[config.mk]
export PLATFORM = sky130hd
export DESIGN_NAME = colon_header_packet_parser
export DESIGN_NICKNAME = d
export VERILOG_FILES = /design/src/design/chpp_pkg.sv /design/src/design/chpp_front.sv /design/src/design/chpp_queue.sv /design/src/design/chpp_back.sv /design/src/design/colon_header_packet_parser.sv
export SDC_FILE = /design/constraint.sdc
export NUM_CORES = 1
export LEC_CHECK = 0
export BUFFER_PORTS_ARGS = -buffer_cell sky130_fd_sc_hd__buf_2
export CELL_PAD_IN_SITES_DETAIL_PLACEMENT = 0
export CELL_PAD_IN_SITES_GLOBAL_PLACEMENT = 1
export CORE_MARGIN = 2
export CORE_UTILIZATION = 35
export CTS_CLUSTER_SIZE = 16
export DETAILED_ROUTE_END_ITERATION = 7
export GPL_TIMING_DRIVEN = 1
export PLACE_DENSITY_LB_ADDON = 0.1
export SYNTH_ARGS = -nofsm -noshare
export SYNTH_HDL_FRONTEND = slang
export SYNTH_HIERARCHICAL = 1
export SYNTH_SLANG_ARGS = --single-unit
export TNS_END_PERCENT = 100
[constraint.sdc]
create_clock -name clk -period 20.5 [get_ports clk]
set_input_delay 3.075 -clock clk [delete_from_list [all_inputs] [get_ports clk]]
set_output_delay 3.075 -clock clk [all_outputs]
set_load 0.005 [all_outputs]
[src/design/chpp_pkg.sv]
// chpp_pkg: shared types and constants for the colon header packet parser
// command format passed from the front classifier to the back executor
// no dependencies
package chpp_pkg;

    localparam int BYTE_W      = 8;
    localparam int LIMIT_W     = 11;
    localparam int OUT_NUM_W   = 32;
    localparam int QUEUE_DEPTH = 2;

    localparam logic [BYTE_W-1:0]  COLON_CHAR    = 8'h3A;
    localparam logic [BYTE_W-1:0]  ZERO_CHAR     = 8'h30;
    localparam logic [BYTE_W-1:0]  NINE_CHAR     = 8'h39;
    localparam logic [LIMIT_W-1:0] DEFAULT_LIMIT = 11'd1000;

    localparam logic [1:0] OUT_NAME   = 2'd0;
    localparam logic [1:0] OUT_HEADER = 2'd1;
    localparam logic [1:0] OUT_DATA   = 2'd2;

    typedef enum logic [2:0] {
        CMD_NONE   = 3'd0,
        CMD_DIGIT  = 3'd1,
        CMD_NAME   = 3'd2,
        CMD_HEADER = 3'd3,
        CMD_DATA   = 3'd4
    } cmd_kind_t;

    typedef enum logic [1:0] {
        FIELD_TOTAL = 2'd0,
        FIELD_FRAG  = 2'd1,
        FIELD_SIZE  = 2'd2
    } field_t;

    typedef struct packed {
        logic              clear;
        cmd_kind_t         kind;
        field_t            field;
        logic [BYTE_W-1:0] data;
        logic              last;
    } cmd_t;

endpackage

[src/design/chpp_front.sv]
// chpp_front: accepts packet bytes, tracks the parse phase and payload count
// and turns each beat that needs one into a command for the back part; holds the limit register
// depends on chpp_pkg
module chpp_front
    import chpp_pkg::*;
(
    input  logic               clk,
    input  logic               rst_n,
    input  logic               in_valid,
    output logic               in_stall,
    input  logic [BYTE_W-1:0]  byte_in,
    input  logic               first_byte,
    input  logic               cfg_we,
    input  logic [LIMIT_W-1:0] data_byte_limit,
    input  logic               q_full,
    output logic               q_push,
    output cmd_t               q_cmd
);

    typedef enum logic [2:0] {
        PH_TOTAL = 3'd0,
        PH_FRAG  = 3'd1,
        PH_SIZE  = 3'd2,
        PH_NAME  = 3'd3,
        PH_DATA  = 3'd4,
        PH_DONE  = 3'd5
    } phase_t;

    phase_t             phase_reg;
    phase_t             phase_next;
    phase_t             phase_cur;
    logic               stopped_reg;
    logic               stopped_next;
    logic               stopped_cur;
    logic [LIMIT_W-1:0] count_reg;
    logic [LIMIT_W-1:0] count_next;
    logic [LIMIT_W-1:0] count_cur;
    logic [LIMIT_W-1:0] count_inc;
    logic [LIMIT_W-1:0] limit_reg;
    logic               accept;
    logic               is_colon;
    logic               is_digit;
    cmd_t               cmd;

    assign in_stall = q_full;
    assign accept   = in_valid && !q_full;
    assign is_colon = (byte_in == COLON_CHAR);
    assign is_digit = (byte_in >= ZERO_CHAR) && (byte_in <= NINE_CHAR);

    always_comb
    begin
        phase_cur    = first_byte ? PH_TOTAL : phase_reg;
        stopped_cur  = first_byte ? 1'b0 : stopped_reg;
        count_cur    = first_byte ? '0 : count_reg;
        count_inc    = count_cur + 1'b1;
        phase_next   = phase_cur;
        stopped_next = stopped_cur;
        count_next   = count_cur;
        cmd.clear    = first_byte;
        cmd.kind     = CMD_NONE;
        cmd.field    = FIELD_TOTAL;
        cmd.data     = byte_in;
        cmd.last     = 1'b0;
        unique case (phase_cur)
            PH_TOTAL, PH_FRAG, PH_SIZE:
            begin
                if (phase_cur == PH_FRAG)
                begin
                    cmd.field = FIELD_FRAG;
                end
                else if (phase_cur == PH_SIZE)
                begin
                    cmd.field = FIELD_SIZE;
                end
                if (is_colon)
                begin
                    stopped_next = 1'b0;
                    if (phase_cur == PH_TOTAL)
                    begin
                        phase_next = PH_FRAG;
                    end
                    else if (phase_cur == PH_FRAG)
                    begin
                        phase_next = PH_SIZE;
                    end
                    else
                    begin
                        phase_next = PH_NAME;
                    end
                end
                else if (!stopped_cur && is_digit)
                begin
                    cmd.kind = CMD_DIGIT;
                end
                else
                begin
                    stopped_next = 1'b1;
                end
            end
            PH_NAME:
            begin
                if (is_colon)
                begin
                    cmd.kind   = CMD_HEADER;
                    count_next = '0;
                    phase_next = (limit_reg == '0) ? PH_DONE : PH_DATA;
                end
                else
                begin
                    cmd.kind = CMD_NAME;
                end
            end
            PH_DATA:
            begin
                count_next = count_inc;
                cmd.kind   = CMD_DATA;
                if (count_inc >= limit_reg)
                begin
                    cmd.last   = 1'b1;
                    phase_next = PH_DONE;
                end
            end
            default:
            begin
            end
        endcase
    end

    assign q_cmd  = cmd;
    assign q_push = accept && ((cmd.kind != CMD_NONE) || cmd.clear);

    always_ff @(posedge clk or negedge rst_n)
    begin
        if (!rst_n)
        begin
            phase_reg   <= PH_TOTAL;
            stopped_reg <= 1'b0;
            count_reg   <= '0;
            limit_reg   <= DEFAULT_LIMIT;
        end
        else
        begin
            if (cfg_we)
            begin
                limit_reg <= data_byte_limit;
            end
            if (accept)
            begin
                phase_reg   <= phase_next;
                stopped_reg <= stopped_next;
                count_reg   <= count_next;
            end
        end
    end

endmodule

[src/design/chpp_queue.sv]
// chpp_queue: short command queue between the front and back parts
// depends on chpp_pkg
module chpp_queue
    import chpp_pkg::*;
(
    input  logic clk,
    input  logic rst_n,
    input  logic push,
    input  cmd_t push_cmd,
    output logic full,
    input  logic pop,
    output logic not_empty,
    output cmd_t pop_cmd
);

    localparam int PTR_W = (QUEUE_DEPTH > 1) ? $clog2(QUEUE_DEPTH) : 1;
    localparam int CNT_W = $clog2(QUEUE_DEPTH + 1);
    localparam logic [PTR_W-1:0] LAST_PTR = PTR_W'(QUEUE_DEPTH - 1);
    localparam logic [CNT_W-1:0] DEPTH_CNT = CNT_W'(QUEUE_DEPTH);

    cmd_t             entries_reg [QUEUE_DEPTH];
    logic [PTR_W-1:0] wr_ptr_reg;
    logic [PTR_W-1:0] rd_ptr_reg;
    logic [CNT_W-1:0] count_reg;

    assign full      = (count_reg == DEPTH_CNT);
    assign not_empty = (count_reg != '0);
    assign pop_cmd   = entries_reg[rd_ptr_reg];

    always_ff @(posedge clk)
    begin
        if (push)
        begin
            entries_reg[wr_ptr_reg] <= push_cmd;
        end
    end

    always_ff @(posedge clk or negedge rst_n)
    begin
        if (!rst_n)
        begin
            wr_ptr_reg <= '0;
            rd_ptr_reg <= '0;
            count_reg  <= '0;
        end
        else
        begin
            if (push)
            begin
                wr_ptr_reg <= (wr_ptr_reg == LAST_PTR) ? '0 : wr_ptr_reg + 1'b1;
            end
            if (pop)
            begin
                rd_ptr_reg <= (rd_ptr_reg == LAST_PTR) ? '0 : rd_ptr_reg + 1'b1;
            end
            if (push && !pop)
            begin
                count_reg <= count_reg + 1'b1;
            end
            else if (pop && !push)
            begin
                count_reg <= count_reg - 1'b1;
            end
        end
    end

endmodule

[src/design/chpp_back.sv]
// chpp_back: executes queued commands, holds the three decimal accumulators
// and drives the registered result beat
// depends on chpp_pkg
module chpp_back
    import chpp_pkg::*;
#(
    parameter int NUMBER_WIDTH = 32
)
(
    input  logic                 clk,
    input  logic                 rst_n,
    input  logic                 q_valid,
    input  cmd_t                 q_cmd,
    output logic                 q_pop,
    output logic                 out_valid,
    input  logic                 out_stall,
    output logic [1:0]           out_type,
    output logic [BYTE_W-1:0]    out_byte,
    output logic [OUT_NUM_W-1:0] total_fragments,
    output logic [OUT_NUM_W-1:0] fragment_number,
    output logic [OUT_NUM_W-1:0] payload_size,
    output logic                 last_payload
);

    localparam int WIDE_W = NUMBER_WIDTH + 4;

    logic [NUMBER_WIDTH-1:0] total_reg;
    logic [NUMBER_WIDTH-1:0] frag_reg;
    logic [NUMBER_WIDTH-1:0] size_reg;
    logic [NUMBER_WIDTH-1:0] acc_sel;
    logic [NUMBER_WIDTH-1:0] acc_base;
    logic [WIDE_W-1:0]       acc_wide;
    logic [NUMBER_WIDTH-1:0] acc_new;
    logic [OUT_NUM_W-1:0]    total_clip;
    logic [OUT_NUM_W-1:0]    frag_clip;
    logic [OUT_NUM_W-1:0]    size_clip;
    logic                    needs_out;
    logic                    out_free;
    logic                    load;

    logic                    out_valid_reg;
    logic [1:0]              type_reg;
    logic [BYTE_W-1:0]       byte_reg;
    logic [OUT_NUM_W-1:0]    total_out_reg;
    logic [OUT_NUM_W-1:0]    frag_out_reg;
    logic [OUT_NUM_W-1:0]    size_out_reg;
    logic                    last_reg;
    logic [1:0]              type_next;
    logic [BYTE_W-1:0]       byte_next;
    logic [OUT_NUM_W-1:0]    total_out_next;
    logic [OUT_NUM_W-1:0]    frag_out_next;
    logic [OUT_NUM_W-1:0]    size_out_next;
    logic                    last_next;

    assign needs_out = (q_cmd.kind == CMD_NAME) || (q_cmd.kind == CMD_HEADER)
                    || (q_cmd.kind == CMD_DATA);
    assign out_free  = !out_valid_reg || !out_stall;
    assign q_pop     = q_valid && (!needs_out || out_free);
    assign load      = q_pop && needs_out;

    // multiply by ten and add, saturating
    always_comb
    begin
        unique case (q_cmd.field)
            FIELD_FRAG: acc_sel = frag_reg;
            FIELD_SIZE: acc_sel = size_reg;
            default:    acc_sel = total_reg;
        endcase
        acc_base = q_cmd.clear ? '0 : acc_sel;
        acc_wide = ({4'b0, acc_base} << 3) + ({4'b0, acc_base} << 1)
                 + WIDE_W'(q_cmd.data[3:0]);
        acc_new  = (|acc_wide[WIDE_W-1:NUMBER_WIDTH]) ? '1 : acc_wide[NUMBER_WIDTH-1:0];
    end

    generate
        if (NUMBER_WIDTH > OUT_NUM_W)
        begin : g_clip
            assign total_clip = (|total_reg[NUMBER_WIDTH-1:OUT_NUM_W]) ? '1
                              : total_reg[OUT_NUM_W-1:0];
            assign frag_clip  = (|frag_reg[NUMBER_WIDTH-1:OUT_NUM_W]) ? '1
                              : frag_reg[OUT_NUM_W-1:0];
            assign size_clip  = (|size_reg[NUMBER_WIDTH-1:OUT_NUM_W]) ? '1
                              : size_reg[OUT_NUM_W-1:0];
        end
        else
        begin : g_extend
            assign total_clip = OUT_NUM_W'(total_reg);
            assign frag_clip  = OUT_NUM_W'(frag_reg);
            assign size_clip  = OUT_NUM_W'(size_reg);
        end
    endgenerate

    always_comb
    begin
        type_next      = OUT_NAME;
        byte_next      = q_cmd.data;
        total_out_next = '0;
        frag_out_next  = '0;
        size_out_next  = '0;
        last_next      = 1'b0;
        unique case (q_cmd.kind)
            CMD_HEADER:
            begin
                type_next      = OUT_HEADER;
                byte_next      = '0;
                total_out_next = total_clip;
                frag_out_next  = frag_clip;
                size_out_next  = size_clip;
            end
            CMD_DATA:
            begin
                type_next = OUT_DATA;
                last_next = q_cmd.last;
            end
            default:
            begin
            end
        endcase
    end

    always_ff @(posedge clk or negedge rst_n)
    begin
        if (!rst_n)
        begin
            total_reg     <= '0;
            frag_reg      <= '0;
            size_reg      <= '0;
            out_valid_reg <= 1'b0;
        end
        else
        begin
            if (q_pop)
            begin
                // a restart beat always belongs to the total field
                if (q_cmd.clear)
                begin
                    total_reg <= (q_cmd.kind == CMD_DIGIT) ? acc_new : '0;
                    frag_reg  <= '0;
                    size_reg  <= '0;
                end
                else if (q_cmd.kind == CMD_DIGIT)
                begin
                    unique case (q_cmd.field)
                        FIELD_FRAG: frag_reg  <= acc_new;
                        FIELD_SIZE: size_reg  <= acc_new;
                        default:    total_reg <= acc_new;
                    endcase
                end
            end
            if (load)
            begin
                out_valid_reg <= 1'b1;
            end
            else if (!out_stall)
            begin
                out_valid_reg <= 1'b0;
            end
        end
    end

    always_ff @(posedge clk)
    begin
        if (load)
        begin
            type_reg      <= type_next;
            byte_reg      <= byte_next;
            total_out_reg <= total_out_next;
            frag_out_reg  <= frag_out_next;
            size_out_reg  <= size_out_next;
            last_reg      <= last_next;
        end
    end

    assign out_valid       = out_valid_reg;
    assign out_type        = type_reg;
    assign out_byte        = byte_reg;
    assign total_fragments = total_out_reg;
    assign fragment_number = frag_out_reg;
    assign payload_size    = size_out_reg;
    assign last_payload    = last_reg;

endmodule

[src/design/colon_header_packet_parser.sv]
// colon_header_packet_parser: byte-wide parser for total:frag:size:name:data packets
// one beat accepted per cycle while the two-entry command queue has room
// a result beat passes through the command queue and then the output register; a stall can hold it in either
// the back part retires one command per cycle while one is queued; name, header and data need the output register free
// reset clears parse state, accumulators, queue and output valid; limit returns to 1000
// depends on chpp_pkg, chpp_front, chpp_queue, chpp_back
module colon_header_packet_parser
    import chpp_pkg::*;
#(
    parameter int NUMBER_WIDTH = 32
)
(
    input  logic                 clk,
    input  logic                 rst_n,
    input  logic                 cfg_we,
    input  logic [LIMIT_W-1:0]   data_byte_limit,
    input  logic                 in_valid,
    output logic                 in_stall,
    input  logic [BYTE_W-1:0]    byte_in,
    input  logic                 first_byte,
    output logic                 out_valid,
    input  logic                 out_stall,
    output logic [1:0]           out_type,
    output logic [BYTE_W-1:0]    out_byte,
    output logic [OUT_NUM_W-1:0] total_fragments,
    output logic [OUT_NUM_W-1:0] fragment_number,
    output logic [OUT_NUM_W-1:0] payload_size,
    output logic                 last_payload
);

    logic q_full;
    logic q_push;
    logic q_pop;
    logic q_valid;
    cmd_t push_cmd;
    cmd_t pop_cmd;

    chpp_front u_front (
        .clk             (clk),
        .rst_n           (rst_n),
        .in_valid        (in_valid),
        .in_stall        (in_stall),
        .byte_in         (byte_in),
        .first_byte      (first_byte),
        .cfg_we          (cfg_we),
        .data_byte_limit (data_byte_limit),
        .q_full          (q_full),
        .q_push          (q_push),
        .q_cmd           (push_cmd)
    );

    chpp_queue u_queue (
        .clk       (clk),
        .rst_n     (rst_n),
        .push      (q_push),
        .push_cmd  (push_cmd),
        .full      (q_full),
        .pop       (q_pop),
        .not_empty (q_valid),
        .pop_cmd   (pop_cmd)
    );

    chpp_back #(
        .NUMBER_WIDTH (NUMBER_WIDTH)
    ) u_back (
        .clk             (clk),
        .rst_n           (rst_n),
        .q_valid         (q_valid),
        .q_cmd           (pop_cmd),
        .q_pop           (q_pop),
        .out_valid       (out_valid),
        .out_stall       (out_stall),
        .out_type        (out_type),
        .out_byte        (out_byte),
        .total_fragments (total_fragments),
        .fragment_number (fragment_number),
        .payload_size    (payload_size),
        .last_payload    (last_payload)
    );

endmodule

==> flow_results.org, run 1 <==
** Status
- The run finished with clean final reports.

** STA
- Clock skew on the completed layout was measured at about 0.028 ns.
- Hold violation total from the final report :: 0
- Minimum clock period after layout :: ~6.3 ns
- The tightest hold path in the finished design has a slack of between 0.4 and 0.5 ns.
- Highest clock frequency the design can meet :: 158.9 MHz
- Max-slew headroom :: approximately a quarter
- Pin slew with the least headroom to its limit :: between 1 and 1.5 ns
- Final Slew Violations :: 0
- Portion of the clock cycle consumed by the worst path in the final layout :: between 30% and 40%
- Adding up every negative setup slack in the final design gives 0 ns.
- Setup repair after global routing left no endpoint under its margin.
- Setup violations remaining at the end of the flow were counted as 0.

** Job
- Max-cap check violation count :: 0

** Die
- The floorplan step defined a die boundary enclosing about 42,000 um^2.
- The floorplan step set the die height to around 210 um.
- Initial Utilization :: a little over a third
- The core region is 39,820 um^2.
- For this design the top-level I/O count stands at ~130.
- The die is about 210 um wide.
- In this run the core area contains 73 standard-cell rows.

** Synthesis
- Synthesis-stage register bit count :: ~260
- The netlist uses 83 different library cells.
- Mapped Cells :: 1,303
- Compound-Gate Fraction of Synth Area :: approximately 19%
- In this run the cell area of the synthesized design comes to 14,160 um^2.
- Dominant synthesized flop cell :: sky130_fd_sc_hd__edfxtp_1
- Of the total synthesized cell area, the portion taken by AND, OR, NAND and NOR gates is ~14%.
- Main combinational cell family by area after synthesis :: compound AO/OA/AOI/OAI gates
- The average instance in the mapped netlist occupies between 10 and 15 um^2.
- Post-Synthesis Net Count :: between 1k and 1.5k
- Adder-Cell Fraction of Synth Area :: between 7 and 8%
- Counting flops with a built-in enable in the synthesized netlist gives about 140.
- Yosys attributes the largest share of cell area to sky130_fd_sc_hd__edfxtp_1, sky130_fd_sc_hd__dfrtp_1, sky130_fd_sc_hd__ha_1, sky130_fd_sc_hd__and2_1, sky130_fd_sc_hd__o21ai_0.
- Synth top area share :: between 20 and 30%
- Among all cell types in the netlist, the one instantiated most often is sky130_fd_sc_hd__edfxtp_1.
- In the synthesized netlist, the cells that appear most often are sky130_fd_sc_hd__edfxtp_1, sky130_fd_sc_hd__nor2_1, sky130_fd_sc_hd__dfrtp_1.
- After Yosys synthesis, XOR and XNOR cells account for under 10% of the synthesized area.
- Largest area contributor in the netlist :: sky130_fd_sc_hd__edfxtp_1
- Fraction of synthesis flops using an asynchronous set or reset pin :: around half
- Summing the sequential cell areas from Yosys gives 51.54% of the chip area.
- Count of warnings emitted by yosys :: 6
- Of the post-synthesis cell area, the part taken by muxes is under 10%.

** Finish
- Of the cells placed in the final design, the portion with a size suffix greater than 1 is 19.35%.
- Measured on the finished design, the core utilization comes to approximately two fifths.
- Layout-stage area growth over the synthesis result :: 13.55%
- In the final design database the tool counted 1,487 nets.

** Detailed routing
- Dividing the detail-routed wire length by the instance count gives between 15 and 20 um.
- Mean number of vias per cell :: between 5 and 6
- The final layout contains routed wiring with a total length of 37,630 um.
- Initial DRT Pass Iterations :: 5
- Count of vias placed by the detailed router :: around 10k
- For this run, design rule violations remaining after detail routing come to 0.
- Once detail routing completed, the nets flagged for antenna violations numbered 0.
- For this block, the initial DRC count from the detailed router was roughly 600.

** Worst hold path
- Hold Path Class :: flop to flop

** Setup path
- Critical path required time :: around 21 ns
- Critical path launch point type :: flop
- Arrival time worst endpoint :: 6.69 ns
- Category of the worst setup path capture point :: flop
- The worst setup path is of the flop to flop kind.
- In this run the worst path has a maximum fanout of 66.

** CTS
- Setup Buffers After CTS :: 0
- The cell sitting at the root of the clock tree is a sky130_fd_sc_hd__clkbuf_16.
- CTS clock-pin slew for the worst setup and hold paths :: 0.06 ns
- Clock tree synthesis inserted a total of 30 buffers.
- Total number of clock tree sinks :: between 200 and 300
- Maximum buffer depth of the clock tree :: 3
- Hold repair after CTS inserted 0 buffers.
- Depth of the CTS H-tree :: 1
- TritonCTS built the clock tree.
- Number of gates given a new drive strength after cts :: 0
- The clock reaches the later pin of the worst-skew pair after slightly below 0.6 ns.

** Global routing
- Across every metal layer, demand over resource in global routing totals 18.10%.
- The first global-routing pass estimated around 60,000 um of wire.
- Maximum number of pins on one net before global-route repair :: 76
- The initial antenna violation count came to 0.
- Gr ovfl total :: 0
- The number of global-route vias before repair was around 10k.

** Pwr
- For this design the static power due to leakage is between 6 and 7 nW.
- VDD sags by at most 0.00007390 V.
- Cell area power density :: around 150 nW/um^2

** Placed design
- Routability-driven placement finished with a final weighted congestion of 0.8068.
- Buffers placed on the I/O ports in this run total 133.
- The wire-length estimate of the detail-placed layout is between 20,000 and 30,000 um.
final timing paths:
path | from | cells past startpoint | endpoint | slack [ns]
worst max-delay path | u_queue/rd_ptr_reg$_DFFE_PN0P_ | 17 | u_back/size_clip[17]$_DFFE_PN0P_ | 14.21
worst min-delay path | u_queue/wr_ptr_reg$_DFFE_PN0P_ | 1 | u_queue/wr_ptr_reg$_DFFE_PN0P_ | 0.48
worst max register to register | u_queue/rd_ptr_reg$_DFFE_PN0P_ | 17 | u_back/size_clip[17]$_DFFE_PN0P_ | 14.21
worst min register to register | u_queue/wr_ptr_reg$_DFFE_PN0P_ | 1 | u_queue/wr_ptr_reg$_DFFE_PN0P_ | 0.48
max in group asynchronous | rst_n | 3 | u_back/size_clip[10]$_DFFE_PN0P_ | 16.37
min in group asynchronous | rst_n | 1 | u_front/count_reg[4]$_DFFE_PN0P_ | 2.37
layer usage:
| layer | share of wire (%) | track usage [%] | vias up |
|---|---|---|---|
| met4 | 1.9 | 4.471 | 0 |
| met2 | 44 | 27.99 | 187 |
| li1 | - | - | 4924 |
| met5 | 0 | 0 | - |
| met1 | 50 | 26.80 | 4969 |
| met3 | 3.6 | 2.307 | 38 |
cells in the final DEF, fill, tap and decap left out, drive strengths merged, types with 7 or more instances in the layout:
master and instances:
and3 7, a211o 22, a21oi 100, nor3 11
buf 144, a31oi 48, a22o 12, mux2 17
nand4 8, and2 103, edfxtp 137, clkbuf 34
nor2b 13, xor2 27, clkinv 16, o21a 8
inv 34, a22oi 31, xnor2 18, nand3 13
ha 77, o21ai 109, nor2 123, dfrtp 121
a221o 7, nand2 62, nand2b 9, o31ai 9
where the power goes:
group	leakage (nW)	internal (W)	switching, W	total, W
Clock	0.478	0.000308	0.000224	0.000532
Combinational	3.41	0.000335	0.000632	0.000967
Sequential	2.94	0.000781	0.000112	0.000893
Total	6.82	0.00142	0.000968	0.00239
worst max-delay path: stages, from the launching register on:
cell and delay (ns):
sky130_fd_sc_hd__dfrtp_1 0.91, sky130_fd_sc_hd__mux2_4 0.36, sky130_fd_sc_hd__ha_2 0.31, sky130_fd_sc_hd__buf_4 0.58, sky130_fd_sc_hd__a221oi_1 0.11, sky130_fd_sc_hd__a211oi_1 0.33, sky130_fd_sc_hd__inv_1 0.10, sky130_fd_sc_hd__fa_1 0.49
sky130_fd_sc_hd__fa_1 0.47, sky130_fd_sc_hd__nand2b_1 0.17, sky130_fd_sc_hd__a21oi_1 0.21, sky130_fd_sc_hd__o21a_1 0.26, sky130_fd_sc_hd__nand4_1 0.16, sky130_fd_sc_hd__a211oi_2 0.25, sky130_fd_sc_hd__o32ai_2 0.11, sky130_fd_sc_hd__o21ai_2 0.33
sky130_fd_sc_hd__and2_4 0.69, sky130_fd_sc_hd__a31oi_1 0.16
per-stage QoR:
step | std cells | total power, W | area, um^2 | setup slack, ns
2_1_floorplan | 1303 | 0.001572 | 14160 | 12.14
3_5_place_dp | 1876 | 0.001880 | 15100 | 14.21
6_report | 1932 | 0.002391 | 16080 | 14.21
5_1_grt | 1931 | 0.002577 | 16080 | 13.70
3_3_place_gp | 1876 | 0.001874 | 15100 | 14.31
4_1_cts | 1931 | 0.002427 | 16080 | 14.16
kinds of logic (layout without fill, tap and decap cells):
family,after synthesis,after routing
flops,264,264
mux,18,18
compound gates,390,390
fa+ha+maj,79,79
buf+inv,129,232
other cells,0,1
xor+xnor,45,45
simple gates,378,378
layout make-up:
| type | instances | area [um^2] |
|---|---|---|
| antenna | 1 | 2.502 |
| clock buffer | 34 | 765.7 |
| clock inverter | 21 | 215.2 |
| fill | 3949 | 23740 |
| inverter | 33 | 128.9 |
| multi-input combinational | 910 | 6264 |
| sequential | 264 | 7300 |
| tap | 525 | 656.9 |
| timing repair buffer | 144 | 750.7 |
No activity file was read; power rests on OpenSTA's default activity.
==> run 2, diff against run 1 <==
Clock period 20.5 ns to 5.14 ns, I/O delays scaled along.
==> flow_results.org, run 2 (same netlist as run 1, synthesis figures left out) <==
** Finish
- Most common library cell in the layout ignoring fill and taps :: sky130_fd_sc_hd__edfxtp_1
- After the flow finishes, the layout carries non-filler instances totaling slightly below 2k.
- The final layout contains between 1.5k and 2k nets.
- Compared with the post-synthesis result, the final layout area differs by 15.81%.
- Of the cells placed in the final design, the portion with a size suffix greater than 1 is a little over a fifth.
- Most frequent cells in the layout :: sky130_fd_sc_hd__edfxtp_1, sky130_fd_sc_hd__buf_2, sky130_fd_sc_hd__dfrtp_1
- Fill cells :: around 4k
- The number of antenna diodes in the final layout is 0.
- Cells fill about two fifths of the core in the end.

** Global routing
- Wire length of the first global-routing pass :: between 60,000 and 70,000 um
- For this run the aggregate overflow at the end of global routing stands at 0.
- The number of global-route vias before repair was between 10k and 15k.
- Entering global routing, the biggest net connects 108 pins.
- In the global route stage, overall resource usage came out at 18.40%.
- Number of antenna violations at the first check in global routing :: 0

** Placed design
- Including well taps, the total number of placed cells is 1,903.
- HPWL after detailed placement :: ~27,000 um
- At the end of routability-driven placement, the weighted congestion stood at 0.8160.
- During placement, the flow inserted port buffers numbering roughly 130.

** STA
- Setup repair after global routing left no endpoint under its margin.
- Max-slew headroom :: ~17%
- The worst path uses between 90 and 100% of the clock period.
- Based on the critical path, the design can be clocked at up to about 210 MHz.
- Summed over all failing endpoints, the final setup total negative slack is 0 ns.
- Final setup violation count :: 0
- Pin slew with the least headroom to its limit :: ~1.2 ns
- Hold violation total from the final report :: 0
- Counting I/O delays and the setup requirement, the final critical path takes roughly 4.8 ns.
- The max-slew violation count was 0.
- Worst clock skew on the final layout :: about 0.028 ns

** Detailed routing
- Count of vias placed by the detailed router :: 10.30k
- Mean number of vias per cell :: approximately 5.3
- Initial DRT Pass Iterations :: 5
- DRC violations left :: 0
- Total length of routed wires :: about 40,000 um
- For this block, the initial DRC count from the detailed router was 560.
- Average routed wire per standard cell :: 19.87 um
- The count of nets left with antenna violations once routing finished came out at 0.

** Die
- Area inside the core boundary :: 39,820 um^2
- During I/O placement, the number of pins put on the boundary was around 130.
- The die covers around 42,000 um^2.
- Vertical extent of the die :: 205.2 um
- For this configuration, the core starts out at a cell density of roughly 36%.
- Total number of placement rows :: 73
- From left edge to right edge, the die measures a little over 200 um.

** CTS
- CTS tree :: yes
- Maximum buffer depth of the clock tree :: 3
- Depth of the CTS H-tree :: 1
- Total number of clock tree sinks :: between 200 and 300
- Insertion delay to the later sink of the worst-skew pair :: between 0.5 and 0.6 ns
- CTS Buf Count :: 30
- Post-CTS timing repair inserted 0 buffers for setup.
- The number of hold buffers added after CTS was 0.
- Number of gates given a new drive strength after cts :: 0
- Library cell used as clock root buffer :: sky130_fd_sc_hd__clkbuf_16
- After clock tree synthesis, the clock-pin slew on the worst setup and hold paths is around 0.06 ns.

** Setup path
- Cells traversed along the worst timing path :: mux2_4 > inv_1 > ha_2 > a221oi_1 > a211oi_1 > inv_1 > fa_1 > fa_1 > nand2b_1 > a21oi_1 > o21a_2 > a21oi_2 > a2111oi_4 > o21a_1 > o21a_2 > buf_4 > and2_4 > buf_12 > a31oi_1
- Register-to-register path setup slack :: 0.36 ns
- In this run the critical register-to-register path is launched from u_queue/rd_ptr_reg$_DFFE_PN0P_.
- The worst setup path is captured at a flop.
- Slowest library cell on the worst path :: sky130_fd_sc_hd__fa_1
- Measured in cells, the most critical reg-to-reg path has a length of 19.
- The setup path with the least slack is of type flop to flop.
- Critical path launch point type :: flop
- Arrival time worst endpoint :: 5.17 ns
- The critical path ends at u_back/size_clip[7]$_DFFE_PN0P_.
- In this run the worst setup path begins at u_queue/rd_ptr_reg$_DFFE_PN0P_.
- Data on the critical path is required at its endpoint by around 5.5 ns.
- The worst register-to-register path ends at u_back/size_clip[7]$_DFFE_PN0P_.
- Worst-path fanout max :: 28
- Max stage delay on crit path :: 0.50 ns

** Pwr
- Dividing total power by cell area gives a power density of roughly 600 nW/um^2.
- Across the VDD grid, the largest voltage drop is around 0.00029 V.
- Design Power :: 0.009862 W
- Leakage power :: about 7 nW

** Job
- Max-cap check violation count :: 0

** Worst hold path
- The worst hold path belongs to the class input pin to asynchronous set/reset pin.

** Status
- The flow ran to the end, and the final reports show no timing, DRC or antenna violations.
-- run 2: cell count changes in the layout (fill, tap and decap cells not counted), sizes merged --
cell	delta
a21oi	+1
inv	-1
diode	-1
clkinvlp	+2
clkbuf	+6
buf	+27
clkinv	-7
-- run 2: report_power, final --
part | internal, W | leakage [nW] | total, W | switching (W)
clock network | 0.00127 | 0.478 | 0.00215 | 0.000885
logic | 0.00154 | 3.57 | 0.00417 | 0.00263
registers | 0.00311 | 2.94 | 0.00354 | 0.000427
total | 0.00592 | 6.98 | 0.00986 | 0.00394
-- run 2: area by class of cell --
class | count | area, um^2 | area share [%]
clock buffers | 40 | 818.3 | 4.989
clock inverters | 15 | 167.7 | 1.022
inverters | 33 | 128.9 | 0.7857
multi-input cells | 911 | 6306 | 38.44
flip-flops and latches | 264 | 7300 | 44.50
well taps | 525 | 656.9 | 4.005
repair buffers | 171 | 1026 | 6.255
-- run 2: stage by stage --
stage | setup slack [ns] | hold slack, ns | instance area (um^2)
after floorplan | 0.2222 | 0.4481 | 14170
after global placement | 0.1620 | 0.4709 | 15350
after detailed placement | 0.1039 | 0.4853 | 15350
after CTS | 0.07567 | 0.2439 | 16340
after global routing | 0.01514 | 0.2730 | 16400
final | 0.3560 | 0.2363 | 16400
-- run 2: worst min-delay path by stage --
stage,startpoint,to,slack (ns),depth (start not counted)
floorplan,u_queue/count_reg[1]$_DFFE_PN0P_,u_queue/count_reg[1]$_DFFE_PN0P_,0.45,1
global placement,u_queue/wr_ptr_reg$_DFFE_PN0P_,u_queue/wr_ptr_reg$_DFFE_PN0P_,0.47,1
detailed placement,u_front/count_reg[5]$_DFFE_PN0P_,u_front/count_reg[5]$_DFFE_PN0P_,0.49,1
CTS,rst_n,u_front/count_reg[10]$_DFFE_PN0P_,0.24,1
global route,rst_n,u_front/count_reg[9]$_DFFE_PN0P_,0.27,1
finish,rst_n,u_front/count_reg[9]$_DFFE_PN0P_,0.24,1
-- run 2: worst max-delay path, delay by kind of cell (launching register included) --
family,cells,cell delay (ns)
DFF,1,0.43
AOI/OAI and AO/OA,9,1.70
buffers and inverters,4,0.55
and+or+nand+nor,2,0.35
muxes,1,0.33
adders and majority gates,3,1.21
-- run 2: routing by layer --
metal	vias up	routed length (um)	GRT usage, %	part of all wire (%)
met1	5074	19360	27.51	50
li1	4980	-	-	-
met4	0	581	3.931	1.5
met5	-	0	0	0
met3	40	1485	2.100	3.8
met2	203	17500	28.60	45
==> run 3, diff against run 2 <==
Settings changed: ABC_AREA set to 1, SKIP_CTS_REPAIR_TIMING set to 1.
==> flow_results.org, run 3 <==
** Die
- The die is 214.0 um wide.
- In this run the core area contains between 70 and 80 standard-cell rows.
- Area enclosed by the die boundary :: ~46,000 um^2
- Initial Utilization :: a little over a third
- During I/O placement, the number of pins put on the boundary was between 100 and 150.
- In this run the standard cell core region covers ~43,000 um^2.
- The die is ~210 um tall.

** CTS
- Depth of the CTS H-tree :: 1
- CTS tree :: yes
- CTS Buf Count :: 31
- No sink is reached through more buffers than the 3 on the longest clock path.
- The clock reaches the later pin of the worst-skew pair after 0.58 ns.
- CTS clock-pin slew for the worst setup and hold paths :: about 0.06 ns
- Total number of clock tree sinks :: 264
- Library cell used as clock root buffer :: sky130_fd_sc_hd__clkbuf_16

** Global routing
- Across every metal layer, demand over resource in global routing totals between 10% and 20%.
- Maximum number of pins on one net before global-route repair :: 64
- The initial antenna violation count came to 1.
- Via count of the first global-routing pass :: approximately 12k
- Wire length of the first global-routing pass :: around 70,000 um
- Gr ovfl total :: 0

** Setup path
- Arrival time worst endpoint :: 5.21 ns
- The worst setup path is of the flop to flop kind.
- Critical path required time :: 5.58 ns
- Worst-path fanout max :: 30
- The worst setup path is launched from a flop.
- The worst setup path is captured at a flop.

** Synthesis
- Largest cells by area after synthesis :: sky130_fd_sc_hd__edfxtp_1, sky130_fd_sc_hd__dfrtp_1, sky130_fd_sc_hd__nand2_1, sky130_fd_sc_hd__inv_1, sky130_fd_sc_hd__ha_1
- Yosys mapped a number of flops with a built-in enable equal to roughly 140.
- Sequential cell area fraction in the yosys report :: 47.28%
- In the post-synthesis netlist, the cell with the most instances is sky130_fd_sc_hd__nand2_1.
- During synthesis, Yosys emitted a total of 6 warnings.
- Post-Synthesis Net Count :: around 1.9k
- Largest area contributor in the netlist :: sky130_fd_sc_hd__edfxtp_1
- After synthesis, the netlist uses 51 different library cells.
- Synth top area share :: between 20% and 30%
- Dominant synthesized flop cell :: sky130_fd_sc_hd__edfxtp_1
- Synthesis produced a netlist whose cell count is 1,777.
- In this run, synthesis produced a sequential element count of ~260.
- Fraction of synthesis flops using an asynchronous set or reset pin :: about half
- In this run the cell area of the synthesized design comes to 15,440 um^2.
- Sorting the synthesized cells by how often they occur yields sky130_fd_sc_hd__nand2_1, sky130_fd_sc_hd__inv_1, sky130_fd_sc_hd__nor2_1.
- Mean instance size in the synthesized netlist :: around 8.7 um^2

** Pwr
- Max IR drop VDD :: between 0.0005 and 0.0006 V
- Leakage power :: 8.585 nW
- After layout, the design draws a total of between 0.01 and 0.015 W.
- Dividing total power by cell area gives a power density of roughly 740 nW/um^2.

** STA
- After layout, the worst path uses 92.76% of the clock period.
- Final setup violation count :: 0
- In this run the tightest slew margin relative to its limit is between 20 and 25%.
- For the pin with the worst max-slew slack, the measured transition is ~1.2 ns.
- In the final timing run, aggregate negative setup slack is 0 ns.
- The max-slew violation count was 0.
- Hold violation total from the final report :: 0
- Between clock sinks in the finished design, the worst skew comes to between 0.02 and 0.025 ns.
- RSZ-0062 raised after global routing :: no
- After layout, the minimum clock period comes to ~4.8 ns.
- Derived from the worst setup path, the maximum achievable clock frequency is between 200 and 250 MHz.

** Finish
- The filler cells instantiated in the layout total 4,395.
- Measured on the finished design, the core utilization comes to 41.06%.
- The top cell types in the final layout, fill and taps aside, are sky130_fd_sc_hd__nand2_1, sky130_fd_sc_hd__inv_1, sky130_fd_sc_hd__nor2_1.
- The library cell used most frequently in the layout, excluding fill and tap cells, is sky130_fd_sc_hd__nand2_1.
- The area growth from synthesis to layout is 15.07%.
- The repair_antennas step left the layout with diodes totalling 0.
- Final layout net count :: approximately 2k
- The post-route netlist has a little under a fifth of its cells at a drive strength greater than 1.
- Once layout is complete, the cells apart from fillers number 2,508.

** Detailed routing
- First-iteration detailed-routing DRC count :: between 800 and 900
- After detailed routing, the number of vias per cell comes to between 4 and 5.
- For this block, the routed nets add up to about 46,000 um of wire.
- Post-route ant nets :: 0
- Initial DRT Pass Iterations :: 5
- After detailed routing, the number of remaining DRC violations is 0.
- Across all layers, the routed design uses about 12k vias.
- Average routed wire per standard cell :: between 15 and 20 um

** Placed design
- Gpl congestion :: 0.8643
- Total instance count after detailed placement :: between 2k and 2.5k
- Buffers placed on the I/O ports in this run total 133.
- HPWL after detailed placement :: roughly 33,000 um

** Worst hold path
- Hold Path Class :: input pin to asynchronous set/reset pin

** Job
- Max-cap check violation count :: 0

** Status
- The run finished with clean final reports.
==> run 3: power by group <==
group          internal (W)  switching, W  total (W)
Combinational       0.00254       0.00484    0.00738
Clock               0.00137      0.000885    0.00225
Sequential          0.00312      0.000398    0.00352
Total               0.00702       0.00613     0.0132
==> run 3: final cells by class <==
cell class	count	area (um^2)	area share [%]
Multi-Input combinational cell	1132	6541	36.82
Tap cell	585	732.0	4.121
Clock buffer	42	858.3	4.832
Inverter	302	1136	6.396
Timing Repair Buffer	168	1010	5.684
Sequential cell	264	7300	41.09
Clock inverter	15	186.4	1.050
==> run 3: cell families after synthesis <==
group	synth area share [%]
flip-flops	47.28
XOR/XNOR	1.410
buffers and inverters	10.37
multiplexers	1.386
AND/OR/NAND/NOR	25.67
adder cells (fa/ha/maj)	6.500
AO/OA/AOI/OAI	7.376
==> run 3: per-stage QoR <==
step / hold WS, ns / area (um^2) / setup slack, ns
2_1_floorplan: 0.4417 / 15440 / 0.9479
3_3_place_gp: 0.4564 / 16720 / 0.4353
3_5_place_dp: 0.4629 / 16720 / 0.4263
4_1_cts: 0.2061 / 17760 / 0.4004
5_1_grt: 0.2061 / 17760 / 0.1014
6_report: 0.1678 / 17760 / 0.3719
==> run 3: critical path, cell delays in order (launching register included) <==
cell,delay [ns]
sky130_fd_sc_hd__dfrtp_1,0.41
sky130_fd_sc_hd__mux2_4,0.32
sky130_fd_sc_hd__ha_2,0.58
sky130_fd_sc_hd__buf_12,0.24
sky130_fd_sc_hd__a221oi_1,0.07
sky130_fd_sc_hd__a211oi_1,0.64
sky130_fd_sc_hd__ha_1,0.37
sky130_fd_sc_hd__ha_1,0.37
sky130_fd_sc_hd__nand2_1,0.10
sky130_fd_sc_hd__nand2_1,0.11
sky130_fd_sc_hd__nand2_1,0.08
sky130_fd_sc_hd__nand2_1,0.07
sky130_fd_sc_hd__a21oi_1,0.15
sky130_fd_sc_hd__nand2_2,0.14
sky130_fd_sc_hd__nand2_1,0.11
sky130_fd_sc_hd__nand2_1,0.06
sky130_fd_sc_hd__nand2_1,0.07
sky130_fd_sc_hd__nand2_2,0.11
sky130_fd_sc_hd__nor2_8,0.16
sky130_fd_sc_hd__buf_12,0.22
sky130_fd_sc_hd__nand3_2,0.11
sky130_fd_sc_hd__nand2_1,0.08
sky130_fd_sc_hd__o21ai_1,0.06
==> run 3: final timing paths <==
path	cells after the start	endpoint	from	slack [ns]
setup / recovery	22	u_back/total_clip[31]$_DFFE_PN0P_	u_queue/rd_ptr_reg$_DFFE_PN0P_	0.37
hold / removal	1	u_back/total_clip[6]$_DFFE_PN0P_	rst_n	0.17
setup reg to reg	22	u_back/total_clip[31]$_DFFE_PN0P_	u_queue/rd_ptr_reg$_DFFE_PN0P_	0.37
hold reg to reg	2	u_queue/count_reg[1]$_DFFE_PN0P_	u_queue/count_reg[1]$_DFFE_PN0P_	0.48
max in group asynchronous	2	u_back/total_clip[26]$_DFFE_PN0P_	rst_n	3.85
min in group clk	1	u_queue/entries_reg[0][7]$_DFFE_PP_	byte_in[6]	0.42
==> run 3: per-layer routing <==
| metal | vias to the layer above | track usage, % | part of all wire (%) |
|---|---|---|---|
| li1 | 5943 | - | - |
| met1 | 5739 | 30.83 | 51 |
| met2 | 330 | 29.77 | 43 |
| met3 | 54 | 2.766 | 5.4 |
| met4 | 2 | 3.636 | 1.4 |
| met5 | - | 0 | 0.024 |
